## src/design/gtp_pkg.sv

```systemverilog
// shared types, constants and helpers of the gradient test pattern pixel core
package gtp_pkg;

  localparam int CFG_DIM_W = 13;
  localparam int PIX_W     = 12;
  localparam int BYTE_W    = 8;
  localparam int APB_W     = 32;
  localparam int ADDR_W    = 4;
  localparam int IDX_W     = 2;

  localparam logic [CFG_DIM_W-1:0] FRAME_WIDTH_RST  = 13'd640;
  localparam logic [CFG_DIM_W-1:0] FRAME_HEIGHT_RST = 13'd480;
  localparam logic [BYTE_W-1:0]    BYTE_FULL        = 8'hff;
  localparam logic [BYTE_W-1:0]    BYTE_ZERO        = 8'h00;
  localparam logic [BYTE_W-1:0]    ALPHA            = 8'hff;
  localparam int                   DEF_MAX_DIM      = 4096;

  typedef enum logic [IDX_W-1:0] {
    REG_FRAME_WIDTH  = 2'd0,
    REG_FRAME_HEIGHT = 2'd1,
    REG_BYTE_ORDER   = 2'd2
  } reg_idx_t;

  typedef struct packed {
    logic [CFG_DIM_W-1:0] width;
    logic [CFG_DIM_W-1:0] height;
    logic                 bgra;
  } cfg_t;

  typedef struct packed {
    logic              left;
    logic              right;
    logic              top;
    logic              bottom;
    logic [BYTE_W-1:0] blue;
  } side_t;

  function automatic int dim_width(int max_dim);
    int w;
    w = $clog2(max_dim + 1);
    return (w > CFG_DIM_W) ? CFG_DIM_W : w;
  endfunction

  function automatic logic [CFG_DIM_W-1:0] clamp_dim(logic [CFG_DIM_W-1:0] v, int max_dim);
    logic [CFG_DIM_W-1:0] res;
    res = v;
    if (int'(v) > max_dim) begin
      res = CFG_DIM_W'(max_dim);
    end
    return res;
  endfunction

endpackage

```

## src/design/gradient_test_pattern_pixel_core.sv

```systemverilog
// top level of the gradient test pattern pixel core: register port and pixel pipeline
//
//   channel | ports                                  | handshake
//   --------+----------------------------------------+-------------------------------
//   input   | in_pix_x, in_pix_y, in_frame_low       | in_valid / in_ready
//   result  | out_byte0 .. out_byte3                 | out_valid / out_ready
//   config  | psel penable pwrite paddr pwdata prdata | apb write, pready tied high
//
// one item per cycle sustained while out_ready stays high; stages are the entry stage,
// one divider stage per quotient bit of the 20-bit dividend, and the colour stage
// the restoring divider lanes for red and green set the pipeline depth
// synchronous active-low reset clears all valid bits and loads the default registers
// a stall at out_ready holds the output; stages behind it keep filling empty slots

module gradient_test_pattern_pixel_core import gtp_pkg::*; #(
  parameter int MAX_DIM = DEF_MAX_DIM
) (
  input  logic              clk,
  input  logic              rst_n,
  input  logic              in_valid,
  output logic              in_ready,
  input  logic [PIX_W-1:0]  in_pix_x,
  input  logic [PIX_W-1:0]  in_pix_y,
  input  logic [BYTE_W-1:0] in_frame_low,
  output logic              out_valid,
  input  logic              out_ready,
  output logic [BYTE_W-1:0] out_byte0,
  output logic [BYTE_W-1:0] out_byte1,
  output logic [BYTE_W-1:0] out_byte2,
  output logic [BYTE_W-1:0] out_byte3,
  input  logic              psel,
  input  logic              penable,
  input  logic              pwrite,
  input  logic [ADDR_W-1:0] paddr,
  input  logic [APB_W-1:0]  pwdata,
  output logic [APB_W-1:0]  prdata,
  output logic              pready
);

  localparam int DIM_W = dim_width(MAX_DIM);

  logic [DIM_W-1:0] width_r, height_r;
  logic             bgra_r;
  logic             wr_en;
  reg_idx_t         idx;
  logic [CFG_DIM_W-1:0] wdata_dim;
  cfg_t             cfg;

  assign pready    = 1'b1;
  assign wr_en     = psel && penable && pwrite;
  assign idx       = reg_idx_t'(paddr[ADDR_W-1:ADDR_W-IDX_W]);
  assign wdata_dim = clamp_dim(pwdata[CFG_DIM_W-1:0], MAX_DIM);

  always_ff @(posedge clk) begin
    if (!rst_n) begin
      width_r  <= DIM_W'(clamp_dim(FRAME_WIDTH_RST, MAX_DIM));
      height_r <= DIM_W'(clamp_dim(FRAME_HEIGHT_RST, MAX_DIM));
      bgra_r   <= 1'b0;
    end else if (wr_en) begin
      unique case (idx)
        REG_FRAME_WIDTH:  width_r  <= DIM_W'(wdata_dim);
        REG_FRAME_HEIGHT: height_r <= DIM_W'(wdata_dim);
        REG_BYTE_ORDER:   bgra_r   <= pwdata[0];
        default: ;
      endcase
    end
  end

  always_comb begin
    unique case (idx)
      REG_FRAME_WIDTH:  prdata = APB_W'(width_r);
      REG_FRAME_HEIGHT: prdata = APB_W'(height_r);
      REG_BYTE_ORDER:   prdata = APB_W'(bgra_r);
      default:          prdata = '0;
    endcase
  end

  assign cfg.width  = CFG_DIM_W'(width_r);
  assign cfg.height = CFG_DIM_W'(height_r);
  assign cfg.bgra   = bgra_r;

  gtp_grad_pipe #(.MAX_DIM(MAX_DIM)) u_pipe (
    .clk       (clk),
    .rst_n     (rst_n),
    .cfg       (cfg),
    .in_valid  (in_valid),
    .in_ready  (in_ready),
    .pix_x     (in_pix_x),
    .pix_y     (in_pix_y),
    .frame_low (in_frame_low),
    .out_valid (out_valid),
    .out_ready (out_ready),
    .byte0     (out_byte0),
    .byte1     (out_byte1),
    .byte2     (out_byte2),
    .byte3     (out_byte3)
  );

endmodule

```

## src/design/gtp_div_step.sv

```systemverilog
// one restoring division step: one quotient bit per call
module gtp_div_step import gtp_pkg::*; #(
  parameter int DIM_W = 13,
  parameter int ACC_W = 20
) (
  input  logic [DIM_W-1:0] div,
  input  logic [DIM_W-1:0] rem_in,
  input  logic [ACC_W-1:0] acc_in,
  output logic [DIM_W-1:0] rem_out,
  output logic [ACC_W-1:0] acc_out
);

  logic [DIM_W:0] trial;
  logic [DIM_W:0] diff;
  logic           ge;

  assign trial   = {rem_in, acc_in[ACC_W-1]};
  assign diff    = trial - {1'b0, div};
  assign ge      = (trial >= {1'b0, div});
  assign rem_out = ge ? diff[DIM_W-1:0] : trial[DIM_W-1:0];
  assign acc_out = {acc_in[ACC_W-2:0], ge};

endmodule

```

## src/design/gtp_grad_pipe.sv

```systemverilog
// pixel pipeline: entry stage, pipelined dividers for red and green, colour output stage
module gtp_grad_pipe import gtp_pkg::*; #(
  parameter int MAX_DIM = DEF_MAX_DIM
) (
  input  logic              clk,
  input  logic              rst_n,
  input  cfg_t              cfg,
  input  logic              in_valid,
  output logic              in_ready,
  input  logic [PIX_W-1:0]  pix_x,
  input  logic [PIX_W-1:0]  pix_y,
  input  logic [BYTE_W-1:0] frame_low,
  output logic              out_valid,
  input  logic              out_ready,
  output logic [BYTE_W-1:0] byte0,
  output logic [BYTE_W-1:0] byte1,
  output logic [BYTE_W-1:0] byte2,
  output logic [BYTE_W-1:0] byte3
);

  localparam int DIM_W = dim_width(MAX_DIM);
  localparam int ACC_W = PIX_W + BYTE_W;
  localparam int NSTG  = ACC_W;

  logic             v_r    [NSTG+1];
  logic [DIM_W-1:0] rrem_r [NSTG+1];
  logic [ACC_W-1:0] racc_r [NSTG+1];
  logic [DIM_W-1:0] grem_r [NSTG+1];
  logic [ACC_W-1:0] gacc_r [NSTG+1];
  side_t            side_r [NSTG+1];
  logic             en     [NSTG+1];

  logic [DIM_W-1:0] rrem_nxt [NSTG+1];
  logic [ACC_W-1:0] racc_nxt [NSTG+1];
  logic [DIM_W-1:0] grem_nxt [NSTG+1];
  logic [ACC_W-1:0] gacc_nxt [NSTG+1];

  logic              out_v_r;
  logic [BYTE_W-1:0] b0_r, b1_r, b2_r;
  logic              en_out;

  logic [DIM_W-1:0]     wdiv, hdiv;
  logic [CFG_DIM_W-1:0] wq, hq, wlim, hlim, x_ext, y_ext;
  side_t                side_in;
  logic [BYTE_W-1:0]    red, green, blue;
  logic                 w_flat, h_flat;
  side_t                sd;

  assign wdiv = cfg.width[DIM_W-1:0] - DIM_W'(1);
  assign hdiv = cfg.height[DIM_W-1:0] - DIM_W'(1);

  // stall chain: a stage moves when it is empty or its successor moves
  assign en_out    = !out_v_r || out_ready;
  assign en[NSTG]  = !v_r[NSTG] || en_out;
  assign in_ready  = en[0];

  for (genvar i = 0; i < NSTG; i++) begin : g_en
    assign en[i] = !v_r[i] || en[i+1];
  end

  // corner regions and blue at entry
  always_comb begin
    wq    = cfg.width >> 2;
    hq    = cfg.height >> 2;
    wlim  = cfg.width - wq;
    hlim  = cfg.height - hq;
    x_ext = CFG_DIM_W'(pix_x);
    y_ext = CFG_DIM_W'(pix_y);
    side_in.left   = x_ext < wq;
    side_in.right  = wlim <= x_ext;
    side_in.top    = y_ext < hq;
    side_in.bottom = hlim <= y_ext;
    side_in.blue   = (frame_low << 3) - frame_low;
  end

  always_ff @(posedge clk) begin
    if (!rst_n) begin
      v_r[0] <= 1'b0;
    end else if (en[0]) begin
      v_r[0] <= in_valid;
    end
  end

  always_ff @(posedge clk) begin
    if (en[0]) begin
      rrem_r[0] <= '0;
      grem_r[0] <= '0;
      racc_r[0] <= {pix_x, BYTE_ZERO} - ACC_W'(pix_x);
      gacc_r[0] <= {pix_y, BYTE_ZERO} - ACC_W'(pix_y);
      side_r[0] <= side_in;
    end
  end

  assign rrem_nxt[0] = '0;
  assign racc_nxt[0] = '0;
  assign grem_nxt[0] = '0;
  assign gacc_nxt[0] = '0;

  for (genvar i = 1; i <= NSTG; i++) begin : g_stage
    gtp_div_step #(.DIM_W(DIM_W), .ACC_W(ACC_W)) u_red (
      .div     (wdiv),
      .rem_in  (rrem_r[i-1]),
      .acc_in  (racc_r[i-1]),
      .rem_out (rrem_nxt[i]),
      .acc_out (racc_nxt[i])
    );

    gtp_div_step #(.DIM_W(DIM_W), .ACC_W(ACC_W)) u_green (
      .div     (hdiv),
      .rem_in  (grem_r[i-1]),
      .acc_in  (gacc_r[i-1]),
      .rem_out (grem_nxt[i]),
      .acc_out (gacc_nxt[i])
    );

    always_ff @(posedge clk) begin
      if (!rst_n) begin
        v_r[i] <= 1'b0;
      end else if (en[i]) begin
        v_r[i] <= v_r[i-1];
      end
    end

    always_ff @(posedge clk) begin
      if (en[i]) begin
        rrem_r[i] <= rrem_nxt[i];
        racc_r[i] <= racc_nxt[i];
        grem_r[i] <= grem_nxt[i];
        gacc_r[i] <= gacc_nxt[i];
        side_r[i] <= side_r[i-1];
      end
    end
  end

  // colour select and byte order
  always_comb begin
    sd     = side_r[NSTG];
    w_flat = cfg.width <= CFG_DIM_W'(1);
    h_flat = cfg.height <= CFG_DIM_W'(1);
    red    = w_flat ? BYTE_ZERO : racc_r[NSTG][BYTE_W-1:0];
    green  = h_flat ? BYTE_ZERO : gacc_r[NSTG][BYTE_W-1:0];
    blue   = sd.blue;
    if (sd.left && sd.top) begin
      red = BYTE_FULL; green = BYTE_ZERO; blue = BYTE_ZERO;
    end else if (sd.right && sd.top) begin
      red = BYTE_ZERO; green = BYTE_FULL; blue = BYTE_ZERO;
    end else if (sd.left && sd.bottom) begin
      red = BYTE_ZERO; green = BYTE_ZERO; blue = BYTE_FULL;
    end else if (sd.right && sd.bottom) begin
      red = BYTE_FULL; green = BYTE_FULL; blue = BYTE_FULL;
    end
  end

  always_ff @(posedge clk) begin
    if (!rst_n) begin
      out_v_r <= 1'b0;
    end else if (en_out) begin
      out_v_r <= v_r[NSTG];
    end
  end

  always_ff @(posedge clk) begin
    if (en_out) begin
      b0_r <= cfg.bgra ? blue : red;
      b1_r <= green;
      b2_r <= cfg.bgra ? red : blue;
    end
  end

  assign out_valid = out_v_r;
  assign byte0     = b0_r;
  assign byte1     = b1_r;
  assign byte2     = b2_r;
  assign byte3     = ALPHA;

endmodule

```

## config.mk

```make
export PLATFORM = sky130hd
export DESIGN_NAME = gradient_test_pattern_pixel_core
export DESIGN_NICKNAME = d
export VERILOG_FILES = /design/src/design/gtp_pkg.sv /design/src/design/gradient_test_pattern_pixel_core.sv /design/src/design/gtp_div_step.sv /design/src/design/gtp_grad_pipe.sv
export SDC_FILE = /design/constraint.sdc
export NUM_CORES = 2
export LEC_CHECK = 0
export ABC_AREA = 1
export BUFFER_PORTS_ARGS = -buffer_cell sky130_fd_sc_hd__buf_2
export CAP_MARGIN = 20
export CORE_MARGIN = 1.5
export CORE_UTILIZATION = 30
export DETAILED_ROUTE_END_ITERATION = 16
export PLACE_DENSITY = 0.42
export SYNTH_ARGS = -nofsm -noshare
export SYNTH_HDL_FRONTEND = slang
export SYNTH_HIERARCHICAL = 1
export SYNTH_SLANG_ARGS = --single-unit
```

## constraint.sdc

```tcl
create_clock -name clk -period 22 [get_ports clk]
set_clock_uncertainty 0.1 [all_clocks]
set_input_delay 2.2 -clock clk [delete_from_list [all_inputs] [get_ports clk]]
set_output_delay 2.2 -clock clk [all_outputs]
set_load 0.01 [all_outputs]
```

=== Yosys cells after proc, flatten, opt, wreduce, memory -nomap -nowiden ===
Memory sizes are Yosys's and may differ from the RTL's.
Index checks and enable logic that the tools add are counted.

* Add/sub/neg operators: 47
* Multiply operators: 0
* Div/mod/pow operators: 0
* Order comparisons: 47
* Eq/ne operators: 2
* Shift operators: 0
* Mux-type cells: 163
* Bitwise operators: 21
* Reductions and logical operators: 54

{| class="wikitable"
|+ Operators with widths
! kind !! count
|-
| $ge 14x13->1 || 40
|-
| $mux 13 || 41
|-
| $sub 13x13->13 || 40
|-
| $mux 8 || 15
|-
| $mux 1 || 106
|-
| $sub 20x12->20 || 2
|-
| $pmux 13 s3 || 1
|-
| $le 13x1->1 const B || 2
|-
| $le 13x12->1 || 2
|-
| $sub 13x1->13 const B || 2
|-
| $sub 13x11->13 || 2
|-
| $lt 12x11->1 || 2
|-
| $logic_not 1->1 || 22
|-
| $logic_or 1x1->1 || 22
|-
| $or 1x1->1 || 21
|-
| $gt 13x13->1 const B || 1
|-
| $sub 8x8->8 || 1
|-
| $logic_and 1x1->1 || 6
|-
| $reduce_and 2->1 || 3
|-
| $eq 2x1->1 const B || 1
|-
| $eq 2x2->1 const B || 1
|-
| $logic_not 2->1 || 1
|}

* Flip-flop bits (word level): 52
* Bits in latches: 0
* Bits in writable memories: 1,659
* Bits in read-only memories: 0
* Input bits: 75
* Output and inout port bits: 67
* Word-level logic and storage cells: 347
* Memories kept: 6

{| class="wikitable"
|+ Memory list
! memory !! words !! bits a word !! rd ports !! clocked after memory_dff !! write ports !! line !! source
|-
| u_pipe.gacc_r || 21 || 20 || 21 || 0 || 21 || gtp_grad_pipe.sv:29 || <nowiki>logic [ACC_W-1:0] gacc_r [NSTG+1];</nowiki>
|-
| u_pipe.racc_r || 21 || 20 || 21 || 0 || 21 || gtp_grad_pipe.sv:27 || <nowiki>logic [ACC_W-1:0] racc_r [NSTG+1];</nowiki>
|-
| u_pipe.grem_r || 21 || 13 || 20 || 0 || 21 || gtp_grad_pipe.sv:28 || <nowiki>logic [DIM_W-1:0] grem_r [NSTG+1];</nowiki>
|-
| u_pipe.rrem_r || 21 || 13 || 20 || 0 || 21 || gtp_grad_pipe.sv:26 || <nowiki>logic [DIM_W-1:0] rrem_r [NSTG+1];</nowiki>
|-
| u_pipe.side_r || 21 || 12 || 21 || 0 || 21 || gtp_grad_pipe.sv:30 || <nowiki>side_t side_r [NSTG+1];</nowiki>
|-
| u_pipe.v_r || 21 || 1 || 21 || 0 || 21 || gtp_grad_pipe.sv:25 || <nowiki>logic v_r [NSTG+1];</nowiki>
|}

=== Longest topological paths before layout ===
* Word-level depth: 27
* Depth in mapped cells: 20
* Gate-level depth less buffers: 20

=== Modules after synthesis ===
Netlist, hierarchy kept.

{| class="wikitable"
|+ Modules (own cells, without submodules)
! module !! instances !! cells an instance !! area an instance (µm²) !! seq. area each (µm²)
|-
| gtp_grad_pipe || 1 || 2,376 || 52,893.2 || 48,266.3
|-
| gtp_div_step (u_pipe.g_stage[10].u_green ...) || 24 || 232 || 1,348.8 || 0.0
|-
| gtp_div_step (u_pipe.g_stage[16].u_red ...) || 15 || 232 || 1,345.0 || 0.0
|-
| gtp_div_step (u_pipe.g_stage[16].u_green) || 1 || 232 || 1,342.5 || 0.0
|-
| gradient_test_pattern_pixel_core || 1 || 168 || 1,325.0 || 540.5
|}

=== Worst setup path before layout ===
Ideal clock, no wire load.

* Path kind: input to register
* Start point: in out_ready
* End point: mem u_pipe.gacc_r[1][0] (netlist: u_pipe/gacc_r[0][20]) (enable)
* Library setup time: 786 ps
* Arrival time: 13,226 ps
* Data required time: 21,114 ps
* Setup slack: 7,888 ps
* Stages on the path: 14
* Path buffers: 0
* Cells stage by stage: inv_1 nand3_2 nor2_4 nand4_4 nor2_4 nand4_2 nor2_2 nand4_2 nor2_2 nand4_2 nor2_2 nand2_1 inv_2 nand2_1

{| class="wikitable"
|+ RTL lines
! item !! line !! source
|-
| from (decl) || gradient_test_pattern_pixel_core.sv:26 || <nowiki>input logic out_ready,</nowiki>
|-
| to (decl) || gtp_grad_pipe.sv:29 ||
|}

==> flow_summary.json <==
{
  "max_clock_freq_mhz": 111,
  "finalCoreUtilization_pct": 32.4,
  "timing.hold.worst.class": "register to register",
  "count_of_boundary_i_o_pins": 142,
  "number_of_antenna_violations_at_the_first_check_in_global_routing": 13,
  "worst_skew_pair.late_latency_ns": 0.83,
  "cp.buffers_inverters": 6,
  "avg_synthesized_cell_area_um2": 8.67,
  "io_buffers": 92,
  "detailedPlacementHpwl_mm": 171,
  "areaGrowthSynthToFinish_pct": 7.11,
  "first_pass_iters": 6,
  "whs_path_depth": 0,
  "timing_worst_slew_pin_value_ns": 1.05,
  "routed-via-count": 65300,
  "num-fill-cells": 32500,
  "count_of_endpoints_failing_hold_in_the_final_timing_report": 0,
  "drcViolationCount": 0,
  "clockBufferDepth": 4,
  "area.sequential_um2": 39100,
  "cts.hold.buffers_added": 0,
  "finalCritPeriodShare_pct": 41.0,
  "critical_path.max_fanout": 72,
  "worst-path-stages": 17,
  "postCtsSetupBuffers": 0,
  "clock_sinks": 1311,
  "htreeDepth": 4,
  "grt_first_pass_wirelength_mm": 361,
  "max_slew_margin_pct": 29.7,
  "period_minus_slack_ns": 9.01,
  "number_of_buffers_added_by_the_clock_tree_synthesis_step": 163,
  "status": "completed",
  "powerDensity_nw_per_um2": 126,
  "timing.final.setup_violations": 0,
  "drtAntennaViolNets": 0,
  "tritoncts": "done",
  "die_x_um": 564,
  "grt_max_degree": 74,
  "routed_wirelength_mm": 231,
  "first_iter_violations": 3551,
  "critPathMostFrequentCell": "nand4_4",
  "clk_pin_slew_worst_paths_ns": 0.06,
  "nets": 11400,
  "critical_path.endpoint_type": "output port",
  "syn-cell-area_um2": 94500,
  "unrepaired_setup_endpoints_after_global_routing": "no",
  "cap_violations": 0,
  "cpMaxStageDelayCell": "nand3_2",
  "critical-path-max-stage-delay_ns": 0.60,
  "timing.final.max_slew_violations": 0,
  "standard_cell_core_area_um2": 313000,
  "detail_route.wl_per_cell_um": 15.5,
  "total_power_mw": 12.7,
  "first_global_vias": 64300,
  "grt_overflow_total": 0,
  "post_synth_inst_count": 10900,
  "yosys_warnings": 6,
  "worst_r2r_path_depth": 19,
  "worst-endpoint-arrival_ns": 6.71,
  "worstPathCellList": "buf_2, inv_1, nand3_2, nor2_4, nand4_4, nor2_4, nand4_4, nor2_2, nand4_4, buf_4, nor2_2, nand4_4, buf_4, nor2_2, nand4_1, buf_4, buf_2",
  "via_density_per_instance": 4.37,
  "setup.worst_path.start_class": "input pin",
  "setup.worst_path.class": "input pin to output port",
  "final_layout_size_suffix_gt1_share_pct": 17.1,
  "routabilityCongestion": 0.843,
  "globalRouteTotalUtil_pct": 14.4,
  "power_leakage_nw": 50.4,
  "hold-worst-slack_ns": 0.276,
  "clk_root_buffer_cell": "clkbuf_16",
  "worstPathRequired_ns": 19.70,
  "die-height_um": 564,
  "die_ar_um2": 318000,
  "multiInputGateArea_um2": 41800,
  "vdd.ir_drop.worst_uv": 56.9,
  "crit_family": "simple AND/OR/NAND/NOR gates",
  "start_util_pct": 30.2,
  "post_cts_resize_count": 0,
  "placementRows": 205,
  "final_total_negative_setup_slack_ns": 0
}
-- cells in the final DEF (no fill, tap or decap), types with 244 or more instances in the layout --
master,n
a21oi_1,246
edfxtp_1,1282
ha_1,605
inv_1,2239
nand2_1,2678
nand2_2,478
nand3_1,485
nand4_1,429
nor2_1,345
o21ai_2,266
xor2_1,244
-- path summary, 6_finish.rpt --
check                                start                        endpoint  slack, ns
min          u_pipe/side_r[3][2]$_DFFE_PP_   u_pipe/side_r[4][2]$_DFFE_PP_       0.28
max                              out_ready                        in_ready      12.99
max reg2reg       height_r[0]$_SDFFE_PN0P_  u_pipe/grem_r[4][19]$_DFFE_PP_      16.17
min reg2reg  u_pipe/side_r[3][2]$_DFFE_PP_   u_pipe/side_r[4][2]$_DFFE_PP_       0.28
-- worst reg2reg max path, cell delays in order, from the launching register on --
cell and delay [ns]:
dfxtp_1 0.36, inv_1 0.07, buf_4 0.52, nand2_1 0.29, nor3_1 0.53, nand3_1 0.35, nor3_1 0.62, nand3_1 0.23
nand2_1 0.13, buf_4 0.55, inv_1 0.19, ha_1 0.39, nand2_1 0.10, inv_2 0.06, nand2_2 0.10, inv_2 0.05
a21oi_4 0.26, nand3_4 0.39, nand2_1 0.22, o21ai_2 0.07
-- sequential cells by signal, indices dropped and copies added (netlist names) --
register / cells
u_pipe/side_r: 252
width_r: 13
u_pipe/gacc_r: 246
u_pipe/byte2: 8
u_pipe/out_valid: 1
u_pipe/byte0: 8
bgra_r: 1
height_r: 13
u_pipe/byte1: 8
u_pipe/rrem_r: 247
u_pipe/racc_r: 246
u_pipe/grem_r: 247
u_pipe/v_r: 21
-- report_power, final --
part | switching [mW] | internal, mW
Sequential | 0.413 | 3.76
Clock | 1.08 | 1.60
Combinational | 3.83 | 2.06
Total | 5.33 | 7.42
-- metal layers --
metal,wire [µm],up-vias,GRT usage [%]
li1,-,33800,-
met1,112000,30200,19.6
met2,106000,963,24.1
met3,7910,296,1.69
met4,5540,0,3.62
met5,0,-,0
-- stage by stage --
step                      instance area, µm²  std cells  worst slack (ns)
after global routing                  101000      14900             12.47
after global placement                 95900      14600             12.90
final                                 101000      14900             12.99
after CTS                             101000      14900             12.79
after detailed placement               95900      14600             12.80
after floorplan                        94700      11000              9.28
-- final cells by class --
class / instances / share of cell area, %
multi-input cells: 6655 / 41.3
flip-flops and latches: 1311 / 38.6
inverters: 2391 / 8.87
well taps: 4140 / 5.12
clock buffers: 180 / 4.09
clock inverters: 107 / 1.13
repair buffers: 142 / 0.826
diodes: 6 / 0.0148
No activity file was read; power rests on OpenSTA's default activity.
